`src/rtl/core/shac_pkg.sv`:
```
`timescale 1ns / 1ps

package shac_pkg;

    // Basic word type of the hash datapath.
    typedef logic [31:0] t_word;

    // Commands from the controller to the datapath.
    typedef struct packed {
        logic       load_word;   // shift an accepted message word into the window
        logic       init;        // start a block: load working variables
        logic       first;       // with init: restart chaining from initial values
        logic       round;       // run one compression round
        logic       add;         // fold working variables into the chaining value
        logic [5:0] round_idx;   // current round number
        logic [2:0] out_idx;     // digest word selected for output
    } t_cmd;

    // Status from the datapath to the controller.
    typedef struct packed {
        logic variant;           // 1 selects SHA-224
    } t_status;

    localparam int NumRounds     = 64;
    localparam int WindowDepth   = 16;
    localparam int NumChain      = 8;
    localparam logic [2:0] LastIdx256 = 3'd7;
    localparam logic [2:0] LastIdx224 = 3'd6;

    localparam t_word IV256 [NumChain] = '{
        32'h6A09E667, 32'hBB67AE85, 32'h3C6EF372, 32'hA54FF53A,
        32'h510E527F, 32'h9B05688C, 32'h1F83D9AB, 32'h5BE0CD19
    };

    localparam t_word IV224 [NumChain] = '{
        32'hC1059ED8, 32'h367CD507, 32'h3070DD17, 32'hF70E5939,
        32'hFFC00B31, 32'h68581511, 32'h64F98FA7, 32'hBEFA4FA4
    };

    localparam t_word ROUND_K [NumRounds] = '{
        32'h428A2F98, 32'h71374491, 32'hB5C0FBCF, 32'hE9B5DBA5,
        32'h3956C25B, 32'h59F111F1, 32'h923F82A4, 32'hAB1C5ED5,
        32'hD807AA98, 32'h12835B01, 32'h243185BE, 32'h550C7DC3,
        32'h72BE5D74, 32'h80DEB1FE, 32'h9BDC06A7, 32'hC19BF174,
        32'hE49B69C1, 32'hEFBE4786, 32'h0FC19DC6, 32'h240CA1CC,
        32'h2DE92C6F, 32'h4A7484AA, 32'h5CB0A9DC, 32'h76F988DA,
        32'h983E5152, 32'hA831C66D, 32'hB00327C8, 32'hBF597FC7,
        32'hC6E00BF3, 32'hD5A79147, 32'h06CA6351, 32'h14292967,
        32'h27B70A85, 32'h2E1B2138, 32'h4D2C6DFC, 32'h53380D13,
        32'h650A7354, 32'h766A0ABB, 32'h81C2C92E, 32'h92722C85,
        32'hA2BFE8A1, 32'hA81A664B, 32'hC24B8B70, 32'hC76C51A3,
        32'hD192E819, 32'hD6990624, 32'hF40E3585, 32'h106AA070,
        32'h19A4C116, 32'h1E376C08, 32'h2748774C, 32'h34B0BCB5,
        32'h391C0CB3, 32'h4ED8AA4A, 32'h5B9CCA4F, 32'h682E6FF3,
        32'h748F82EE, 32'h78A5636F, 32'h84C87814, 32'h8CC70208,
        32'h90BEFFFA, 32'hA4506CEB, 32'hBEF9A3F7, 32'hC67178F2
    };

    // Rotate right by a fixed amount.
    function automatic t_word rotr(input t_word x, input int n);
        return (x >> n) | (x << (32 - n));
    endfunction

    function automatic t_word big_sigma0(input t_word x);
        return rotr(x, 2) ^ rotr(x, 13) ^ rotr(x, 22);
    endfunction

    function automatic t_word big_sigma1(input t_word x);
        return rotr(x, 6) ^ rotr(x, 11) ^ rotr(x, 25);
    endfunction

    function automatic t_word small_sigma0(input t_word x);
        return rotr(x, 7) ^ rotr(x, 18) ^ (x >> 3);
    endfunction

    function automatic t_word small_sigma1(input t_word x);
        return rotr(x, 17) ^ rotr(x, 19) ^ (x >> 10);
    endfunction

endpackage

```
`src/rtl/core/shac_ctrl.sv`:
```
`timescale 1ns / 1ps

module shac_ctrl (
    input  logic              i_clk,
    input  logic              i_rst_n,
    input  logic              i_in_valid,
    input  logic              i_first_block,
    input  logic              i_last_block,
    input  logic              i_out_stall,
    input  shac_pkg::t_status i_status,
    output logic              o_in_stall,
    output logic              o_out_valid,
    output logic [2:0]        o_word_position,
    output logic              o_final_word,
    output shac_pkg::t_cmd    o_cmd
);

    typedef enum logic [2:0] {
        S_IDLE,
        S_INIT,
        S_ROUND,
        S_ADD,
        S_OUT
    } t_state;

    t_state     r_state, n_state;
    logic [3:0] r_word_cnt, n_word_cnt;
    logic [5:0] r_round, n_round;
    logic [2:0] r_out_idx, n_out_idx;
    logic       r_first, n_first;
    logic       r_last, n_last;
    logic       r_out_valid, n_out_valid;

    logic       in_accept;
    logic       out_accept;
    logic [2:0] last_idx;

    assign in_accept  = i_in_valid && (r_state == S_IDLE);
    assign out_accept = r_out_valid && !i_out_stall;
    assign last_idx   = i_status.variant ? shac_pkg::LastIdx224 : shac_pkg::LastIdx256;

    // Next-state logic of the sequencer.
    always_comb begin
        n_state     = r_state;
        n_word_cnt  = r_word_cnt;
        n_round     = r_round;
        n_out_idx   = r_out_idx;
        n_first     = r_first;
        n_last      = r_last;
        n_out_valid = r_out_valid;
        case (r_state)
            S_IDLE: begin
                if (in_accept) begin
                    n_word_cnt = r_word_cnt + 4'd1;
                    if (r_word_cnt == 4'd15) begin
                        n_first = i_first_block;
                        n_last  = i_last_block;
                        n_state = S_INIT;
                    end
                end
            end
            S_INIT: begin
                n_round = '0;
                n_state = S_ROUND;
            end
            S_ROUND: begin
                n_round = r_round + 6'd1;
                if (r_round == 6'(shac_pkg::NumRounds - 1)) begin
                    n_state = S_ADD;
                end
            end
            S_ADD: begin
                n_out_idx = '0;
                if (r_last) begin
                    n_out_valid = 1'b1;
                    n_state     = S_OUT;
                end else begin
                    n_state = S_IDLE;
                end
            end
            S_OUT: begin
                if (out_accept) begin
                    if (r_out_idx == last_idx) begin
                        n_out_valid = 1'b0;
                        n_state     = S_IDLE;
                    end else begin
                        n_out_idx = r_out_idx + 3'd1;
                    end
                end
            end
            default: begin
                n_out_valid = 1'b0;
                n_state     = S_IDLE;
            end
        endcase
    end

    // State and registered outputs.
    always_ff @(posedge i_clk) begin
        if (!i_rst_n) begin
            r_state     <= S_IDLE;
            r_word_cnt  <= '0;
            r_round     <= '0;
            r_out_idx   <= '0;
            r_first     <= 1'b0;
            r_last      <= 1'b0;
            r_out_valid <= 1'b0;
        end else begin
            r_state     <= n_state;
            r_word_cnt  <= n_word_cnt;
            r_round     <= n_round;
            r_out_idx   <= n_out_idx;
            r_first     <= n_first;
            r_last      <= n_last;
            r_out_valid <= n_out_valid;
        end
    end

    // Commands to the datapath.
    always_comb begin
        o_cmd           = '0;
        o_cmd.load_word = in_accept;
        o_cmd.init      = (r_state == S_INIT);
        o_cmd.first     = r_first;
        o_cmd.round     = (r_state == S_ROUND);
        o_cmd.add       = (r_state == S_ADD);
        o_cmd.round_idx = r_round;
        o_cmd.out_idx   = r_out_idx;
    end

    assign o_in_stall      = (r_state != S_IDLE);
    assign o_out_valid     = r_out_valid;
    assign o_word_position = r_out_idx;
    assign o_final_word    = (r_out_idx == last_idx);

endmodule

```
`src/rtl/core/shac_dp.sv`:
```
`timescale 1ns / 1ps

module shac_dp (
    input  logic              i_clk,
    input  logic              i_rst_n,
    input  logic              i_cfg_we,
    input  logic              i_cfg_wdata,
    input  logic [31:0]       i_message_word,
    input  shac_pkg::t_cmd    i_cmd,
    output shac_pkg::t_status o_status,
    output logic [31:0]       o_digest_word
);

    shac_pkg::t_word r_window [shac_pkg::WindowDepth];
    shac_pkg::t_word r_chain  [shac_pkg::NumChain];
    shac_pkg::t_word r_work   [shac_pkg::NumChain];
    logic            r_variant;

    shac_pkg::t_word w_next;
    shac_pkg::t_word t1;
    shac_pkg::t_word t2;
    shac_pkg::t_word ch;
    shac_pkg::t_word maj;

    // Message expansion: the window holds W[r] .. W[r+15] with W[r] at the bottom.
    assign w_next = shac_pkg::small_sigma1(r_window[14]) + r_window[9]
                  + shac_pkg::small_sigma0(r_window[1]) + r_window[0];

    // One compression round on a..h.
    assign ch  = r_work[6] ^ (r_work[4] & (r_work[5] ^ r_work[6]));
    assign maj = (r_work[0] & r_work[1]) | (r_work[2] & (r_work[0] | r_work[1]));
    assign t1  = r_work[7] + shac_pkg::big_sigma1(r_work[4]) + ch
               + shac_pkg::ROUND_K[i_cmd.round_idx] + r_window[0];
    assign t2  = shac_pkg::big_sigma0(r_work[0]) + maj;

    // Schedule window: shifts on each loaded word and on each round.
    always_ff @(posedge i_clk) begin
        if (i_cmd.load_word) begin
            for (int i = 0; i < shac_pkg::WindowDepth - 1; i++) begin
                r_window[i] <= r_window[i + 1];
            end
            r_window[shac_pkg::WindowDepth - 1] <= i_message_word;
        end else if (i_cmd.round) begin
            for (int i = 0; i < shac_pkg::WindowDepth - 1; i++) begin
                r_window[i] <= r_window[i + 1];
            end
            r_window[shac_pkg::WindowDepth - 1] <= w_next;
        end
    end

    // Working variables.
    always_ff @(posedge i_clk) begin
        if (i_cmd.init) begin
            for (int i = 0; i < shac_pkg::NumChain; i++) begin
                if (i_cmd.first) begin
                    r_work[i] <= r_variant ? shac_pkg::IV224[i] : shac_pkg::IV256[i];
                end else begin
                    r_work[i] <= r_chain[i];
                end
            end
        end else if (i_cmd.round) begin
            for (int i = 1; i < shac_pkg::NumChain; i++) begin
                r_work[i] <= r_work[i - 1];
            end
            r_work[4] <= r_work[3] + t1;
            r_work[0] <= t1 + t2;
        end
    end

    // Chaining value and variant register.
    always_ff @(posedge i_clk) begin
        if (!i_rst_n) begin
            r_variant <= 1'b0;
            for (int i = 0; i < shac_pkg::NumChain; i++) begin
                r_chain[i] <= shac_pkg::IV256[i];
            end
        end else begin
            if (i_cfg_we) begin
                r_variant <= i_cfg_wdata;
            end
            if (i_cmd.init && i_cmd.first) begin
                for (int i = 0; i < shac_pkg::NumChain; i++) begin
                    r_chain[i] <= r_variant ? shac_pkg::IV224[i] : shac_pkg::IV256[i];
                end
            end else if (i_cmd.add) begin
                for (int i = 0; i < shac_pkg::NumChain; i++) begin
                    r_chain[i] <= r_chain[i] + r_work[i];
                end
            end
        end
    end

    assign o_status.variant = r_variant;
    assign o_digest_word    = r_chain[i_cmd.out_idx];

endmodule

```
`src/rtl/core/sha256_block_compressor.sv`:
```
`timescale 1ns / 1ps
// After the sixteenth word of a block is taken, the setup state, the round states and
// the add state pass before the first digest word is valid. No new message word is
// taken until the block is compressed and, after a last block, its digest has left;
// the single round unit does one round per cycle. Digest words then leave at one per
// cycle when not stalled. Reset is synchronous, active low: chaining value to the
// SHA-256 initial values, variant to 0, count to 0.

module sha256_block_compressor (
    input  logic        i_clk,
    input  logic        i_rst_n,
    input  logic        i_cfg_we,
    input  logic        i_cfg_wdata,
    input  logic        i_in_valid,
    output logic        o_in_stall,
    input  logic [31:0] i_message_word,
    input  logic        i_first_block,
    input  logic        i_last_block,
    output logic        o_out_valid,
    input  logic        i_out_stall,
    output logic [31:0] o_digest_word,
    output logic [2:0]  o_word_position,
    output logic        o_final_word
);

    shac_pkg::t_cmd    cmd;
    shac_pkg::t_status status;

    // Sequencer.
    shac_ctrl u_ctrl (
        .i_clk           (i_clk),
        .i_rst_n         (i_rst_n),
        .i_in_valid      (i_in_valid),
        .i_first_block   (i_first_block),
        .i_last_block    (i_last_block),
        .i_out_stall     (i_out_stall),
        .i_status        (status),
        .o_in_stall      (o_in_stall),
        .o_out_valid     (o_out_valid),
        .o_word_position (o_word_position),
        .o_final_word    (o_final_word),
        .o_cmd           (cmd)
    );

    // Hash datapath.
    shac_dp u_dp (
        .i_clk          (i_clk),
        .i_rst_n        (i_rst_n),
        .i_cfg_we       (i_cfg_we),
        .i_cfg_wdata    (i_cfg_wdata),
        .i_message_word (i_message_word),
        .i_cmd          (cmd),
        .o_status       (status),
        .o_digest_word  (o_digest_word)
    );

endmodule

```
`config.mk`:
```
export PLATFORM = sky130hd
export DESIGN_NAME = sha256_block_compressor
export DESIGN_NICKNAME = d
export VERILOG_FILES = /design/src/rtl/core/shac_pkg.sv /design/src/rtl/core/shac_ctrl.sv /design/src/rtl/core/shac_dp.sv /design/src/rtl/core/sha256_block_compressor.sv
export SDC_FILE = /design/constraint.sdc
export NUM_CORES = 2
export LEC_CHECK = 0
export BUFFER_PORTS_ARGS = -buffer_cell sky130_fd_sc_hd__buf_2
export CORE_ASPECT_RATIO = 0.7
export CORE_MARGIN = 2
export CORE_UTILIZATION = 40
export CTS_CLUSTER_DIAMETER = 50
export DETAILED_ROUTE_END_ITERATION = 7
export SLEW_MARGIN = 20
export SYNTH_ARGS = -nofsm -noshare
export SYNTH_HDL_FRONTEND = slang
export SYNTH_SLANG_ARGS = --single-unit
```
`constraint.sdc`:
```
create_clock -name i_clk -period 16.05 [get_ports i_clk]
set_clock_uncertainty 0.1 [all_clocks]
set_input_delay 4.0125 -clock i_clk [delete_from_list [all_inputs] [get_ports i_clk]]
set_output_delay 4.0125 -clock i_clk [all_outputs]
set_load 0.02 [all_outputs]
```
; Yosys cells after proc, flatten, opt, wreduce, memory -nomap -nowiden
; Memories as Yosys holds them, arrays and structs flattened. A register that Yosys moved wholly into a read port is not among the register bits.
; Cells that the tools add are included.
[classes]
addsub = 21
n_lt_le_gt_ge = 1
n_eq_ne = 14
muxes = 98
bitwise_logic = 76
reduce_logical = 14
[op_table]
columns = cell, count
row1 = $mux W32, 56
row2 = $add A32 B32 Y32, 18
row3 = $xor A32 B32 Y32, 8
row4 = $and A32 B32 Y32, 3
row5 = $or A32 B32 Y32, 2
row6 = $mux W31, 2
row7 = $or A1 B1 Y1, 49
row8 = $or A10 B32 Y32, 1
row9 = $or A13 B32 Y32, 1
row10 = $or A14 B32 Y32, 1
row11 = $or A15 B32 Y32, 1
row12 = $or A19 B32 Y32, 1
row13 = $or A21 B32 Y32, 1
row14 = $or A25 B32 Y32, 1
row15 = $or A26 B32 Y32, 1
row16 = $or A30 B32 Y32, 1
row17 = $or A7 B32 Y32, 1
row18 = $xor A32 B22 Y32, 1
row19 = $xor A32 B29 Y32, 1
row20 = $mux W3, 10
row21 = $mux W28, 1
row22 = $mux W1, 25
row23 = $pmux W3 S5, 1
row24 = $pmux W6 S2, 1
row25 = other kinds (26), 36
[word_totals]
regBits = 20
ramBits = 1024
rom_bits = 2048
out_inout_bits = 38
wordCells = 236
memories = 4
[mem_list]
columns = memory, words, word_bits, rd, rd_clocked_by_memory_dff, write_ports, line
row1 = (name not given), 64, 32, 1, 0, 0, shac_dp.sv:33  ; + shac_pkg::ROUND_K[i_cmd.round_idx] + r_window[0];
row2 = u_dp.r_window, 16, 32, 16, 0, 16, shac_dp.sv:14  ; shac_pkg::t_word r_window [shac_pkg::WindowDepth];
row3 = u_dp.r_chain, 8, 32, 9, 1, 8, shac_dp.sv:15  ; shac_pkg::t_word r_chain [shac_pkg::NumChain];
row4 = u_dp.r_work, 8, 32, 8, 0, 8, shac_dp.sv:16  ; shac_pkg::t_word r_work [shac_pkg::NumChain];

; Depth between registers and ports, before layout
; An unclocked memory read counts as a cell.
[depth]
ltp_word = 10
mapped_depth = 42
mapped_depth_nobuf = 40

; Cells and area by module
; A second synthesis with hierarchy kept.
[unflattened]
hier_cells = 6028
hier_area_um2 = 66618.9
[by_module_without_submodules]
columns = module, n_inst, cells_per_inst, area_each_um2, seq_area_each_um2
row1 = shac_dp, 1, 5912, 65611.7, 30629.4
row2 = shac_ctrl, 1, 116, 1007.2, 380.4

; Worst setup path after synthesis
; No wires, ideal clock.
[synth_path]
kind = input-to-reg
start = input port i_in_valid
end = memory u_dp.r_window[0][0] in the netlist's numbering, enable pin
setup_time_ns = 3.636
arrival_ns = 12.745
slack_ns = -0.431
cell_stages = 3
cell_sequence = nand2_1 clkbuf_1 nand2_1
[synth_rtl]
columns = item, line
row1 = from (decl), sha256_block_compressor.sv:14  ; input logic i_in_valid,
row2 = to (decl), shac_dp.sv:14

==> results.md <==
- Core ar.: 163000 µm²
- Clock tree buffer depth: 3
- Hold_sp: u_dp.r_window[6][7]
- Starting Density: 40.2%
- Share of layout cells above drive strength 1: 9.55%
- Share of the synthesized area in the top cell type: 46.2%
- Cell row count: 124
- Seq/Total Area, Yosys: 47.3%
- Design Area, Final: 72900 µm²
- Worst hold path class: reg2reg
- Final setup violation count: 0
- Die height: 343 µm
- I/O Buffers: 77
- DRC marker count from the first detailed-route iteration: 6641
- Routed wire per std cell: 27.4 µm
- Critical Path Slowest Stage Cell: nor2_1
- CTS tree: built
- Worst slew pin tran: 1.13 ns
- Max-slew headroom: 24.0%
- Syn_nets: 6444
- Synth area leader: edfxtp_1
- Synthesis Warnings: 0
- DP HPWL: 166000 µm
- CTS root buffer: clkbuf_16
- Synth Register Bits: 1047
- Average size of a mapped cell: 11.3 µm²
- Grt ovf: 0
- Cell Area, Placed: 68500 µm²
- IO Pins: 78
- FMAX: 94.6 MHz
- Outcome: completed
- CTS Sinks: 1047
- Yosys cell types: 95
- Req. time, crit path: 16.46 ns
- Vias in the first global route: 44800
- Post-CTS sizing: 0
- Hold Buf Count CTS: 0
- Die X: 488 µm
- Critical register-to-register path startpoint: u_ctrl.r_round[1]
- Post-Synthesis Cells: 5812
- Dominant synthesized flop cell: edfxtp_1
- DRC viols: 0
- Die area: 168000 µm²
- Total Neg Setup Slack: 0 ns
- Worst Setup Start Kind: register
- Nets: 6432
- TritonCTS Buffers: 121
- Largest net degree at the start of global routing: 185
- Setup CP Type: reg2reg
- Fin crit share: 65.9%
- Fill cells: 15300
- Count leader, synth: edfxtp_1
- Antenna Nets Post-Route: 0
- Crit-path max cell delay: 0.56 ns
- Ys async rst share: 0%
- Commonest cells post-synth: edfxtp_1 (1010), o21ai_0 (485), a21oi_1 (463)
- Total track usage: 26.2%
- Worst hold slack: 0.301 ns
- Final Hold Viols: 0
- RSZ-0062 raised after global routing: false
- Post-Syn Area: 65700 µm²
- # Post-CTS Setup Buffers: 0
- Max-Cap Viols: 0
- Via count: 48000
- Area Overhead vs Synth: 10.9%
- Final min period: 10.57 ns
- Worst-Skew Late Latency: 0.79 ns
- Initial antenna violation count: 8
- N_diodes: 0
- GPL Wtd Cong: 0.983
- Reg clk slew, reported paths: 0.07 ns
- H-tree levels: 3
- Crit path launch: u_ctrl.r_round[1]
- First-pass GRT wire length: 320000 µm
- WL final: 222000 µm
- Slew Limit Fails: 0
- Arrival time at the worst endpoint: 10.98 ns
- Maximum fanout along the worst path: 24
- Endpoint class of the critical path: register
- EDFF count, synth: 1010
- Largest cells by area after synthesis: edfxtp_1 (46%), ha_1 (7.6%), fa_1 (5.9%)
- DR vias/cell: 5.92
- Drt pass-1 iters: 6
layer usage:
layer  track usage, %  part of all wire (%)  vias up
met4             5.17                   1.8        4
met2             33.4                    38     2392
met1             42.8                    48    24000
met3             7.39                    12      223
li1                 -                     -    21400
met5            0.446                 0.053        -
cell usage in the layout (no fill, tap or decap), types with 20 or more instances in the layout:
cell type | Yosys | final
xnor2_1 | 404 | 404
buf_4 | 3 | 89
clkbuf_16 | 0 | 125
ha_1 | 397 | 397
maj3_1 | 22 | 22
o21ai_0 | 485 | 484
nand3_1 | 70 | 69
o211ai_1 | 22 | 22
xor2_1 | 194 | 194
nor2b_1 | 55 | 55
mux2_2 | 57 | 57
inv_1 | 258 | 253
a31oi_1 | 41 | 41
a21oi_1 | 463 | 463
a22o_1 | 45 | 45
and3_1 | 29 | 29
o21a_1 | 64 | 64
nor2_1 | 333 | 328
mux4_2 | 67 | 67
o21bai_1 | 48 | 48
nand2_1 | 439 | 434
nand2b_1 | 75 | 75
edfxtp_1 | 1010 | 1010
a211oi_1 | 72 | 72
dfxtp_1 | 37 | 31
a21o_1 | 166 | 166
nor3_1 | 69 | 68
buf_2 | 1 | 77
and2_1 | 21 | 20
o22a_1 | 33 | 33
o31ai_1 | 29 | 28
nand4_1 | 22 | 22
fa_1 | 195 | 195
logic make-up after synthesis:
kind of cell / after synthesis / synth area share [%]
AO/OA/AOI/OAI: 1665 / 15.9
AND/OR/NAND/NOR: 1190 / 8.24
flip-flops: 1047 / 47.3
adder cells (fa/ha/maj): 614 / 13.8
XOR/XNOR: 599 / 8.00
buffers and inverters: 560 / 3.22
multiplexers: 137 / 3.47
cell type report:
type	count	area, µm²	area share, %
clock buffer	144	3240	4.45
clock inverter	84	1100	1.51
inverter	258	983	1.35
multi-input combinational	4205	32600	44.8
sequential	1047	31100	42.7
tap	2205	2760	3.79
timing repair buffer	167	1070	1.47
critical path, delay by kind of cell (launching register included):
kind	cells	cell delay, ns
AOI/OAI and AO/OA	20	4.85
adders and majority gates	7	2.78
DFF	1	0.33
buffers and inverters	4	0.61
and+or+nand+nor	4	1.27
xor gates and xnor gates	2	0.33
through the flow:
step	std cells	util [%]	setup WS, ns
global placement	7882	42.0	5.71
global route	8110	44.6	4.85
CTS	8110	44.6	5.67
floorplan	5812	-	4.80
finish	8110	44.6	5.48
detailed placement	7882	42.0	5.68
final timing paths:
kind | to | slack [ns] | cells past startpoint
setup reg to reg | u_dp.r_work[0][29] | 5.48 | 37
hold reg to reg | u_dp.r_window[5][39] | 0.30 | 0
hold / removal | u_dp.r_window[5][39] | 0.30 | 0
setup / recovery | u_dp.r_work[0][29] | 5.48 | 37
flip-flops by register name (all words and copies together) (netlist names), named ones only:
name / cells
u_dp.r_chain: 256
u_ctrl.r_state: 3
u_dp.r_work: 256
u_ctrl.o_word_position: 3
u_ctrl.r_last: 1
u_dp.r_window: 512
u_dp.o_status: 1
u_ctrl.r_first: 1
u_ctrl.o_out_valid: 1
u_ctrl.r_word_cnt: 4
u_ctrl.r_round: 6
Power is left out: the tool's default activity adds up to more than one toggle a clock period on the data nets, which glitch-free logic cannot reach.
